`src/rtl/core/acs_pkg.sv`:
```
package acs_pkg;

  // Channel counts: the set always carries four readings, the filter keeps
  // the first ACT_CH of them.
  localparam int NUM_IN   = 4;
  localparam int CHANNELS = 4;
  localparam int ACT_CH   = (CHANNELS < NUM_IN) ? CHANNELS : NUM_IN;
  localparam int CH_W     = 2;
  localparam logic [CH_W-1:0] LAST_CH = CH_W'(ACT_CH - 1);

  // Configuration register indexes
  typedef logic [2:0] cfg_idx_t;
  localparam cfg_idx_t CFG_CURRENT = 3'd0;
  localparam cfg_idx_t CFG_BUS     = 3'd1;
  localparam cfg_idx_t CFG_PLANT   = 3'd2;
  localparam cfg_idx_t CFG_TEMP    = 3'd3;
  localparam cfg_idx_t CFG_ALPHA   = 3'd4;
  localparam cfg_idx_t CFG_LIMIT   = 3'd5;

  localparam logic [63:0] CAL_RESET [NUM_IN] = '{
    64'd72060961158070,
    64'd720575253184512,
    64'd720579546809631,
    64'd7205765413470208
  };
  localparam logic [16:0] ALPHA_RESET = 17'd13107;
  localparam logic [16:0] ALPHA_ONE   = 17'd65536;
  localparam logic [15:0] LIMIT_RESET = 16'd4095;

  localparam logic signed [47:0] S32_MAX_W = 48'sh0000_7FFF_FFFF;
  localparam logic signed [47:0] S32_MIN_W = -48'sh0000_8000_0000;

  typedef enum logic [2:0] {
    ST_IDLE,
    ST_CAL_MUL,
    ST_CAL_SUM,
    ST_FLT_SUB,
    ST_FLT_MUL,
    ST_FLT_SUM,
    ST_FINISH
  } state_t;

  // Controller to datapath
  typedef struct packed {
    logic            capture;
    logic            mul_cal;
    logic            mul_flt;
    logic            cal_sum;
    logic            load_avg;
    logic            flt_sub;
    logic            flt_sum;
    logic            out_load;
    logic [CH_W-1:0] ch;
  } cmd_t;

  // Datapath to controller
  typedef struct packed {
    logic in_ok;
    logic primed;
    logic out_free;
  } status_t;

  function automatic logic signed [31:0] sat32(input logic signed [47:0] v);
    logic signed [31:0] r;
    if (v > S32_MAX_W) begin
      r = 32'sh7FFF_FFFF;
    end else if (v < S32_MIN_W) begin
      r = 32'sh8000_0000;
    end else begin
      r = v[31:0];
    end
    return r;
  endfunction

endpackage

```
`src/rtl/core/acs_ctrl.sv`:
```
module acs_ctrl (
  input  logic              clk,
  input  logic              rst,
  input  logic              in_valid,
  output logic              in_stall,
  input  acs_pkg::status_t  status,
  output acs_pkg::cmd_t     cmd
);

  acs_pkg::state_t state, state_next;
  logic [acs_pkg::CH_W-1:0] ch, ch_next;

  always_ff @(posedge clk) begin
    if (rst) begin
      state <= acs_pkg::ST_IDLE;
      ch    <= '0;
    end else begin
      state <= state_next;
      ch    <= ch_next;
    end
  end

  always_comb begin
    state_next = state;
    ch_next    = ch;
    cmd        = '0;
    cmd.ch     = ch;
    in_stall   = 1'b1;
    unique case (state)
      acs_pkg::ST_IDLE: begin
        in_stall = 1'b0;
        if (in_valid) begin
          cmd.capture = 1'b1;
          ch_next     = '0;
          state_next  = status.in_ok ? acs_pkg::ST_CAL_MUL : acs_pkg::ST_FINISH;
        end
      end
      acs_pkg::ST_CAL_MUL: begin
        cmd.mul_cal = 1'b1;
        state_next  = acs_pkg::ST_CAL_SUM;
      end
      acs_pkg::ST_CAL_SUM: begin
        cmd.cal_sum = 1'b1;
        if (status.primed) begin
          state_next = acs_pkg::ST_FLT_SUB;
        end else begin
          // first accepted set: load the average directly
          cmd.load_avg = 1'b1;
          if (ch == acs_pkg::LAST_CH) begin
            state_next = acs_pkg::ST_FINISH;
          end else begin
            ch_next    = ch + 1'b1;
            state_next = acs_pkg::ST_CAL_MUL;
          end
        end
      end
      acs_pkg::ST_FLT_SUB: begin
        cmd.flt_sub = 1'b1;
        state_next  = acs_pkg::ST_FLT_MUL;
      end
      acs_pkg::ST_FLT_MUL: begin
        cmd.mul_flt = 1'b1;
        state_next  = acs_pkg::ST_FLT_SUM;
      end
      acs_pkg::ST_FLT_SUM: begin
        cmd.flt_sum = 1'b1;
        if (ch == acs_pkg::LAST_CH) begin
          state_next = acs_pkg::ST_FINISH;
        end else begin
          ch_next    = ch + 1'b1;
          state_next = acs_pkg::ST_CAL_MUL;
        end
      end
      acs_pkg::ST_FINISH: begin
        if (status.out_free) begin
          cmd.out_load = 1'b1;
          state_next   = acs_pkg::ST_IDLE;
        end
      end
      default: begin
        state_next = acs_pkg::ST_IDLE;
      end
    endcase
  end

endmodule

```
`src/rtl/core/acs_dp.sv`:
```
module acs_dp (
  input  logic                     clk,
  input  logic                     rst,
  input  acs_pkg::cmd_t            cmd,
  output acs_pkg::status_t         status,
  input  logic                     cfg_we,
  input  acs_pkg::cfg_idx_t        cfg_index,
  input  logic [63:0]              cfg_data,
  input  logic [15:0]              raw_in [acs_pkg::NUM_IN],
  input  logic                     raw_valid,
  input  logic                     hw_fault,
  output logic                     out_valid,
  input  logic                     out_stall,
  output logic signed [31:0]       filt [acs_pkg::NUM_IN],
  output logic                     set_accepted
);

  logic [63:0]        cal [acs_pkg::NUM_IN];
  logic [16:0]        alpha;
  logic [15:0]        limit;
  logic [16:0]        alpha_wr;

  logic [15:0]        raw_q [acs_pkg::NUM_IN];
  logic               ok_q;
  logic               primed;
  logic signed [50:0] prod;
  logic signed [31:0] x_q;
  logic signed [32:0] d_q;
  logic signed [31:0] avg [acs_pkg::NUM_IN];

  logic               in_ok;
  logic [63:0]        cal_sel;
  logic signed [32:0] mul_a;
  logic signed [17:0] mul_b;
  logic signed [50:0] mul_p;
  logic signed [50:0] cal_round;
  logic signed [31:0] cal_scaled;
  logic signed [32:0] cal_off_sum;
  logic signed [31:0] x;
  logic signed [50:0] flt_round;
  logic signed [35:0] flt_sum;
  logic signed [31:0] avg_upd;
  logic               out_free;

  // Configuration registers; the weight is stored already clamped to 1..65536
  always_comb begin
    alpha_wr = cfg_data[16:0];
    if (alpha_wr == 17'd0) begin
      alpha_wr = 17'd1;
    end else if (alpha_wr > acs_pkg::ALPHA_ONE) begin
      alpha_wr = acs_pkg::ALPHA_ONE;
    end
  end

  always_ff @(posedge clk) begin
    if (rst) begin
      for (int i = 0; i < acs_pkg::NUM_IN; i++) begin
        cal[i] <= acs_pkg::CAL_RESET[i];
      end
      alpha <= acs_pkg::ALPHA_RESET;
      limit <= acs_pkg::LIMIT_RESET;
    end else if (cfg_we) begin
      unique case (cfg_index) inside
        acs_pkg::CFG_CURRENT, acs_pkg::CFG_BUS, acs_pkg::CFG_PLANT, acs_pkg::CFG_TEMP: begin
          cal[cfg_index[1:0]] <= cfg_data;
        end
        acs_pkg::CFG_ALPHA: begin
          alpha <= alpha_wr;
        end
        acs_pkg::CFG_LIMIT: begin
          limit <= cfg_data[15:0];
        end
        default: begin
        end
      endcase
    end
  end

  // Set check
  always_comb begin
    in_ok = raw_valid & ~hw_fault;
    for (int i = 0; i < acs_pkg::NUM_IN; i++) begin
      if (raw_in[i] > limit) begin
        in_ok = 1'b0;
      end
    end
  end

  // Shared multiplier: raw*gain for calibration, diff*alpha for the filter
  assign cal_sel = cal[cmd.ch];
  assign mul_a   = cmd.mul_cal ? {cal_sel[63], cal_sel[63:32]} : d_q;
  assign mul_b   = cmd.mul_cal ? {2'b00, raw_q[cmd.ch]} : {1'b0, alpha};
  assign mul_p   = mul_a * mul_b;

  // Product with 24 fraction bits (Q8.24 gain) to Q16.16, round half up, then offset
  assign cal_round   = prod + 51'sd128;
  assign cal_scaled  = acs_pkg::sat32({{5{cal_round[50]}}, cal_round[50:8]});
  assign cal_off_sum = {cal_scaled[31], cal_scaled} +
                       {cal_sel[31], cal_sel[31:0]};
  assign x           = acs_pkg::sat32({{15{cal_off_sum[32]}}, cal_off_sum});

  // Moving average update
  assign flt_round = prod + 51'sd32768;
  assign flt_sum   = {flt_round[50], flt_round[50:16]} +
                     {{4{avg[cmd.ch][31]}}, avg[cmd.ch]};
  assign avg_upd   = acs_pkg::sat32({{12{flt_sum[35]}}, flt_sum});

  always_ff @(posedge clk) begin
    if (cmd.capture) begin
      for (int i = 0; i < acs_pkg::NUM_IN; i++) begin
        raw_q[i] <= raw_in[i];
      end
    end
    if (cmd.mul_cal || cmd.mul_flt) begin
      prod <= mul_p;
    end
    if (cmd.cal_sum) begin
      x_q <= x;
    end
    if (cmd.flt_sub) begin
      d_q <= {x_q[31], x_q} - {avg[cmd.ch][31], avg[cmd.ch]};
    end
    if (cmd.load_avg) begin
      avg[cmd.ch] <= x;
    end else if (cmd.flt_sum) begin
      avg[cmd.ch] <= avg_upd;
    end
  end

  // Control flags and output register
  assign out_free = ~out_valid | ~out_stall;

  always_ff @(posedge clk) begin
    if (rst) begin
      ok_q      <= 1'b0;
      primed    <= 1'b0;
      out_valid <= 1'b0;
    end else begin
      if (cmd.capture) begin
        ok_q <= in_ok;
      end
      if (cmd.out_load) begin
        out_valid <= 1'b1;
        if (ok_q) begin
          primed <= 1'b1;
        end
      end else if (out_valid && !out_stall) begin
        out_valid <= 1'b0;
      end
    end
  end

  always_ff @(posedge clk) begin
    if (cmd.out_load) begin
      set_accepted <= ok_q;
      for (int i = 0; i < acs_pkg::NUM_IN; i++) begin
        filt[i] <= (ok_q && i < acs_pkg::ACT_CH) ? avg[i] : 32'sd0;
      end
    end
  end

  assign status.in_ok    = in_ok;
  assign status.primed   = primed;
  assign status.out_free = out_free;

endmodule

```
`src/rtl/core/adc_calibrate_smooth_core.sv`:
```
// Channel   Handshake            Payload
// ------    ---------            -------
// input     in_valid / in_stall  current_raw, bus_raw, plant_raw, temp_raw,
//                                raw_valid, hw_fault
// output    out_valid/out_stall  current_filtered, bus_filtered,
//                                plant_filtered, temp_filtered, set_accepted
// config    cfg_valid/cfg_ready  cfg_index, cfg_data
//
// One transaction at a time. A rejected set goes from accept straight to the
// finish step; the first accepted set loads each average directly after its
// calibration; later sets calibrate, subtract, multiply and sum per channel,
// CH active channels, sharing the single 33x18 multiplier for both products.
// Synchronous reset restores the register defaults and unprimes the filter.
// A stalled result holds in the output register; the next set is taken
// meanwhile and waits in the finish step until the result leaves.
module adc_calibrate_smooth_core (
  input  logic               clk,
  input  logic               rst,
  input  logic               in_valid,
  output logic               in_stall,
  input  logic [15:0]        current_raw,
  input  logic [15:0]        bus_raw,
  input  logic [15:0]        plant_raw,
  input  logic [15:0]        temp_raw,
  input  logic               raw_valid,
  input  logic               hw_fault,
  output logic               out_valid,
  input  logic               out_stall,
  output logic signed [31:0] current_filtered,
  output logic signed [31:0] bus_filtered,
  output logic signed [31:0] plant_filtered,
  output logic signed [31:0] temp_filtered,
  output logic               set_accepted,
  input  logic               cfg_valid,
  output logic               cfg_ready,
  input  logic [2:0]         cfg_index,
  input  logic [63:0]        cfg_data
);

  acs_pkg::cmd_t      cmd;
  acs_pkg::status_t   status;
  logic [15:0]        raw_in [acs_pkg::NUM_IN];
  logic signed [31:0] filt   [acs_pkg::NUM_IN];

  // Registers are always writable; writes land only while idle by contract
  assign cfg_ready = 1'b1;

  assign raw_in[0] = current_raw;
  assign raw_in[1] = bus_raw;
  assign raw_in[2] = plant_raw;
  assign raw_in[3] = temp_raw;

  acs_ctrl u_ctrl (
    .clk      (clk),
    .rst      (rst),
    .in_valid (in_valid),
    .in_stall (in_stall),
    .status   (status),
    .cmd      (cmd)
  );

  acs_dp u_dp (
    .clk          (clk),
    .rst          (rst),
    .cmd          (cmd),
    .status       (status),
    .cfg_we       (cfg_valid & cfg_ready),
    .cfg_index    (cfg_index),
    .cfg_data     (cfg_data),
    .raw_in       (raw_in),
    .raw_valid    (raw_valid),
    .hw_fault     (hw_fault),
    .out_valid    (out_valid),
    .out_stall    (out_stall),
    .filt         (filt),
    .set_accepted (set_accepted)
  );

  // Drive the result ports from the output register
  assign current_filtered = filt[0];
  assign bus_filtered     = filt[1];
  assign plant_filtered   = filt[2];
  assign temp_filtered    = filt[3];

endmodule

```
`config.mk`:
```
export PLATFORM = sky130hd
export DESIGN_NAME = adc_calibrate_smooth_core
export DESIGN_NICKNAME = d
export VERILOG_FILES = /design/src/rtl/core/acs_pkg.sv /design/src/rtl/core/acs_ctrl.sv /design/src/rtl/core/acs_dp.sv /design/src/rtl/core/adc_calibrate_smooth_core.sv
export SDC_FILE = /design/constraint.sdc
export NUM_CORES = 2
export LEC_CHECK = 0
export BUFFER_PORTS_ARGS = -buffer_cell sky130_fd_sc_hd__clkbuf_2
export CAP_MARGIN = 40
export CORE_UTILIZATION = 55
export CTS_CLUSTER_DIAMETER = 40
export DETAILED_ROUTE_END_ITERATION = 8
export GPL_ROUTABILITY_DRIVEN = 0
export HOLD_SLACK_MARGIN = 0.02
export PLACE_DENSITY = 0.81
export SYNTH_ARGS = -nofsm -noshare
export SYNTH_HDL_FRONTEND = slang
export SYNTH_SLANG_ARGS = --single-unit
```
`constraint.sdc`:
```
create_clock -name clk -period 8.78 [get_ports clk]
set_clock_uncertainty 0.2 [all_clocks]
set_input_delay 0.439 -clock clk [delete_from_list [all_inputs] [get_ports clk]]
set_output_delay 0.439 -clock clk [all_outputs]
set_load 0.01 [all_outputs]
```
# Word level (Yosys, flattened, before mapping)

Memories as Yosys holds them, arrays and structs flattened. A register that Yosys moved wholly into a read port is not among the register bits.
Index checks and enable logic that the tools add are counted.

Multiplexer cells: 60
Reduce and logical (&&, ||, !) cells: 19
Shift-type cells: 0
Equal/unequal tests: 15
$mul: 1
$lt $le $gt $ge: 11
$add $sub $neg: 6
Divide/modulo/power cells: 0
Bitwise operators: 6

Operators by type and width:

| kind                     | count |
|---|---|
| $mux W32                 | 7 |
| $gt A16 B16 Y1           | 4 |
| $mux W64                 | 1 |
| $reduce_or A64 Y1        | 1 |
| $add A51 B17 Y51 const B | 1 |
| $add A51 B9 Y51 const B  | 1 |
| $mul A33 B18 Y51         | 1 |
| $mux W17                 | 3 |
| $gt A43 B32 Y1 const B   | 1 |
| $lt A43 B32 Y1 const B   | 1 |
| $add A35 B32 Y36         | 1 |
| $gt A36 B32 Y1 const B   | 1 |
| $lt A36 B32 Y1 const B   | 1 |
| $add A32 B32 Y33         | 1 |
| $gt A33 B32 Y1 const B   | 1 |
| $lt A33 B32 Y1 const B   | 1 |
| $mux W33                 | 1 |
| $sub A32 B32 Y33         | 1 |
| $mux W1                  | 30 |
| $mux W2                  | 11 |
| $pmux W3 S7              | 1 |
| $gt A17 B17 Y1 const B   | 1 |
| $logic_not A17 Y1        | 1 |
| $eq A3 B3 Y1 const B     | 5 |
| other kinds (20)         | 40 |

Output and inout bits: 132
Bits in read-only memories: 0
Memories: 3
Bits in writable memories: 448
Latch bits: 0
Input bits: 138
Register bits after elaboration: 158
Logic and storage cells: 132

Memory list:

| memory     | words | width | rd ports | clocked after Yosys merged registers in | wr ports | RTL line     | RTL |
|---|---|---|---|---|---|---|---|
| u_dp.cal   | 4     | 64    | 1        | 1                                       | 4        | acs_dp.sv:18 | `logic [63:0] cal [acs_pkg::NUM_IN];` |
| u_dp.avg   | 4     | 32    | 5        | 5                                       | 1        | acs_dp.sv:29 | `logic signed [31:0] avg [acs_pkg::NUM_IN];` |
| u_dp.raw_q | 4     | 16    | 1        | 1                                       | 4        | acs_dp.sv:23 | `logic [15:0] raw_q [acs_pkg::NUM_IN];` |

# Depth between registers and ports, before layout

Depth in word-level cells: 9
Depth in mapped cells: 32
Gate-level depth less buffers: 29

# Cells and area by module

A second synthesis with hierarchy kept.

Cell total of the unflattened synthesis: 4957
Area, all modules: 55700.9 sq um

Modules (own cells, without submodules):

| module                    | area each (sq um) | sequential area each (sq um) | instances | cells an instance |
|---|---|---|---|---|
| acs_dp                    | 55308.0           | 21320.4                      | 1         | 4903 |
| acs_ctrl                  | 381.6             | 100.1                        | 1         | 52 |
| adc_calibrate_smooth_core | 11.3              | 0.0                          | 1         | 2 |

# Worst setup path before layout

Ideal clock, no wire load.

Path type: register -> register
Start point: reg u_ctrl.state[0]
End point: reg u_dp.prod[41] (data pin)
Required time: 8.314 ns
Slack: 0.498 ns
Period minus slack after synthesis: 8.282 ns
Cell stages (with the launch flop): 33
Data arrival time: 7.816 ns
Library setup time: 0.266 ns
Path buffers: 5
Cell sequence: dfxtp_1 -> clkbuf_1 -> nor2b_1 -> nor2b_1 -> buf_1 -> clkbuf_1 -> buf_2 -> nand2_1 -> nand2_1 -> clkbuf_1 -> nand2_1 -> fa_1 -> inv_1 -> fa_1 -> inv_1 -> fa_1 -> inv_1 -> fa_1 -> inv_1 -> fa_1 -> inv_1 -> fa_1 -> ha_1 -> a21o_1 -> a21oi_1 -> o21ai_0 -> nor3_1 -> o21ai_1 -> a21o_1 -> a21boi_0 -> o21ai_0 -> a2111oi_0 -> nor2_1

Word-level cells in the longest chain between the ends: 4
Elaborated cells between the ends (all ways): 5
Those cells by class: mul: 1; eq/ne: 1; mux: 3

Ends and longest elaborated chain:

| element                              | RTL line                   | RTL |
|---|---|---|
| start: declaration                   | acs_ctrl.sv:10             | `acs_pkg::state_t state, state_next;` |
| start signal: assignment             | acs_ctrl.sv:15             | `state <= acs_pkg::ST_IDLE;` |
| start signal: assignment             | acs_ctrl.sv:18             | `state <= state_next;` |
| $eq A3 B1 Y1 (*)                     | acs_ctrl.sv:29             | `unique case (state)` |
| $mux W1 (*)                          | acs_ctrl.sv:29             |  |
| $mux W33 or $mux W17 (tied branches) | acs_dp.sv:91, acs_dp.sv:92 |  |
| $mul A33 B18 Y51 (*)                 | acs_dp.sv:93               | `assign mul_p = mul_a * mul_b;` |
| named net u_dp.mul_p[41]             | acs_dp.sv:35               | `logic signed [50:0] mul_p;` |
| end signal: assignment               | acs_dp.sv:115              | `prod <= mul_p;` |
| end: declaration                     | acs_dp.sv:26               | `logic signed [50:0] prod;` |

The timed path passes the listed nets; every way through them passes the cells marked *.
A chain may end at the register's enable or synchronous reset.

# Final worst setup path

Start point: reg u_ctrl.state[0]
End point: reg u_dp.prod[46] (data pin)

Same word-level chain as after synthesis.

==> results.ini <==
[clock_tree]
numClockSinks = 729
numCtsBuffers = 93
insertion_delay_ns = 0.68
cts_root_buf = clkbuf_16
cts_tree = built
cts_buffer_depth = 3
htreeDepth = 3
clk_pin_slew_ns = 0.07

[final_layout]
ff_latch_area_sq_mm = 0.0215
drive_gt1_share_pct = 13.5
final_core_util_pct = 63.6
final_nets = 6448
area_delta_synth_final_pct = 14.1
fill_cells = 7111
multi_input_area_sq_mm = 0.0312

[route]
drc = 2
drt-initial-drc-count = 5164
drt_pass1_iterations = 9
wire_per_inst_um = 23.9
drt-total-wl_um = 166000
antenna_left = 0
routed-via-count = 42324
viasPerCell = 6.11

[setup_path]
crit_start = u_ctrl.state[0]
cp-end-kind = flip-flop
path_delay_family = adder cells
worstPathRequired_ns = 9.01
slowest_delay_ns = 0.55
startpoint_type = flip-flop
cp_max_fo = 33
cp_common_cell = fa_1
critical_path_class = reg -> reg
cp_slowest_cell = fa_1
cp_num_buf_inv = 5
worstPathArrival_ns = 8.65
reg2reg_from = u_ctrl.state[0]

[yosys]
synthMostInstantiatedCell = inv_1
async_flop_share_pct = 0
yosysSeqAreaShare_pct = 38.3
synth.distinct_cells = 89
synthFlopType = edfxtp_1
synth_common_cells = inv_1, nand2_1, edfxtp_1
syn-mean-instance-area_sq_um = 11.0
ys_seq_elements = 729
synth_area_leader_cell = edfxtp_1
netlist_area_sq_mm = 0.0561
synth_nets = 6066
synth_top_area_share_pct = 36.7
synth.area.top_cells = edfxtp_1, fa_1, ha_1, inv_1, nand2_1
synth_enable_flop_cells = 686
yosys_warnings = 0
syn-instance-count = 5109

[sta]
hold_viol_final = 0
clock.fmax_ghz = 0.119
finalSetupViolations = 0
relSlewSlack_pct = 38.1
fin_crit_sh_pct = 95.9
maxSlewViolCount = 0
period_minus_slack_ns = 8.42
setup_tns_ns = 0
finalWorstSetupSlack_ns = 0.362
tightestPinTransition_ns = 0.928
rsz0062_at_grt = false

[place]
io_buffer_count = 268
dp_worst_setup_slack_ns = 0.141
dpl.hpwl_um = 121000

[floorplanning]
die_h_um = 321
io_pins = 270
std_cell_rows = 116
coreArea_sq_mm = 0.101
chipWidth_um = 321
initial_utilization_pct = 55.8
die_area_sq_mm = 0.103

[global_route]
grt_pass1_vias = 43821
antenna_found_initial = 5
grt_pass1_wl_um = 252000
grt_use_total_pct = 32.4
grt-ovfl-total = 0
grt_max_degree = 106

[outcome]
outcome = complete, but fails checks
violations = design-rule violations

[min_path]
min_from = cfg_data[4]
holdCritPathClass = in -> reg

[flow_run]
maxCapViolCount = 0

-- worst register-to-register path, stage by stage (launching register included) --
cell and delay [ns]:
dfxtp_2 0.41, nor2b_1 0.23, nor2b_4 0.33, buf_12 0.24, buf_4 0.25, mux2i_4 0.28, buf_12 0.23, nor2b_1 0.12
fa_1 0.51, fa_1 0.52, inv_1 0.07, fa_1 0.52, fa_1 0.52, fa_1 0.55, inv_1 0.06, fa_1 0.48
ha_1 0.39, a211o_1 0.30, a21oi_1 0.14, o21ai_0 0.13, nor3_1 0.34, o21ai_1 0.24, a31o_2 0.30, or2_1 0.26
a211o_1 0.30, a21oi_1 0.19, xnor2_1 0.08
-- worst paths after layout --
| path | to | slack [ns] | cells after the start |
|---|---|---|---|
| min reg2reg | u_dp.limit[15] | 0.29 | 2 |
| min | u_dp.limit[4] | 0.08 | 3 |
| max | u_dp.prod[46] | 0.36 | 26 |
| max reg2reg | u_dp.prod[46] | 0.36 | 26 |
-- kinds of logic after synthesis --
family                   after synthesis  share of synthesized area, %
buffers and inverters                945                          6.52
XOR/XNOR                             210                          3.28
multiplexers                         142                          5.02
adder cells (fa/ha/maj)              841                          25.8
flip-flops                           729                          38.3
other                                  1                       0.00669
AND/OR/NAND/NOR                     1683                          14.5
AO/OA/AOI/OAI                        558                          6.61
-- stage by stage --
| stage | hold slack [ns] | std cells | area, sq um |
|---|---|---|---|
| after floorplan | 0.236 | 5109 | 56100 |
| after global placement | 0.244 | 6612 | 59400 |
| after detailed placement | 0.251 | 6616 | 59400 |
| after CTS | 0.0287 | 6914 | 63900 |
| after global routing | 0.0538 | 6923 | 64000 |
| final | 0.0790 | 6926 | 64000 |
-- per-layer routing --
layer | vias to the layer above | track usage, % | wire, um
met5 | - | 0 | 24
li1 | 17953 | - | -
met4 | 4 | 21.1 | 12400
met2 | 2954 | 51.1 | 76000
met3 | 761 | 8.88 | 20300
met1 | 20652 | 39.3 | 56900
-- area by class of cell --
class / instances / area share [%]
antenna: 4 / 0.0156
multi-input combinational: 3435 / 48.7
inverter: 702 / 4.12
clock buffer: 104 / 3.74
clock inverter: 65 / 1.14
tap: 1357 / 2.65
sequential: 729 / 33.6
timing repair buffer: 530 / 6.08
-- placed cells by master (no fill, tap or decap), drive strengths merged, types with 60 or more instances in the layout --
cell | netlist | routed
edfxtp | 686 | 686
dlygate4sd3 | 0 | 129
xor2 | 70 | 70
and2 | 180 | 180
nor2 | 270 | 270
a21o | 60 | 60
and3 | 137 | 137
nand2 | 691 | 691
o21ai | 107 | 107
ha | 282 | 282
nor2b | 97 | 97
clkbuf | 196 | 373
buf | 47 | 132
fa | 537 | 537
xnor2 | 140 | 140
a21oi | 156 | 156
mux4 | 111 | 111
inv | 701 | 723
-- repair_timing --
| action | in CTS | in global routing |
|---|---|---|
| buffers inserted | 0 | 6 |
| hold buffers | 129 | 0 |
| gates resized for setup | 0 | 7 |
| endpoints found under the hold margin | 301 | 0 |
| setup endpoints to repair | 0 | 9 |
-- state kept, by name (all words and copies together) (netlist names), named ones only --
signal and count:
u_dp.filt 128, u_dp.raw_q 64, u_dp.x_q 32, u_dp.avg 128, u_dp.prod 44, u_dp.alpha 17
u_dp.d_q 33, u_dp.cal 256, u_dp.ok_q 1, u_dp.limit 16, u_ctrl.ch 2, u_dp.set_accepted 1
u_ctrl.state 3, u_dp.primed 1, u_dp.out_valid 1
Power is not shown: default switching activity piles up to over one toggle a cycle in this logic, so the estimate is an artifact.
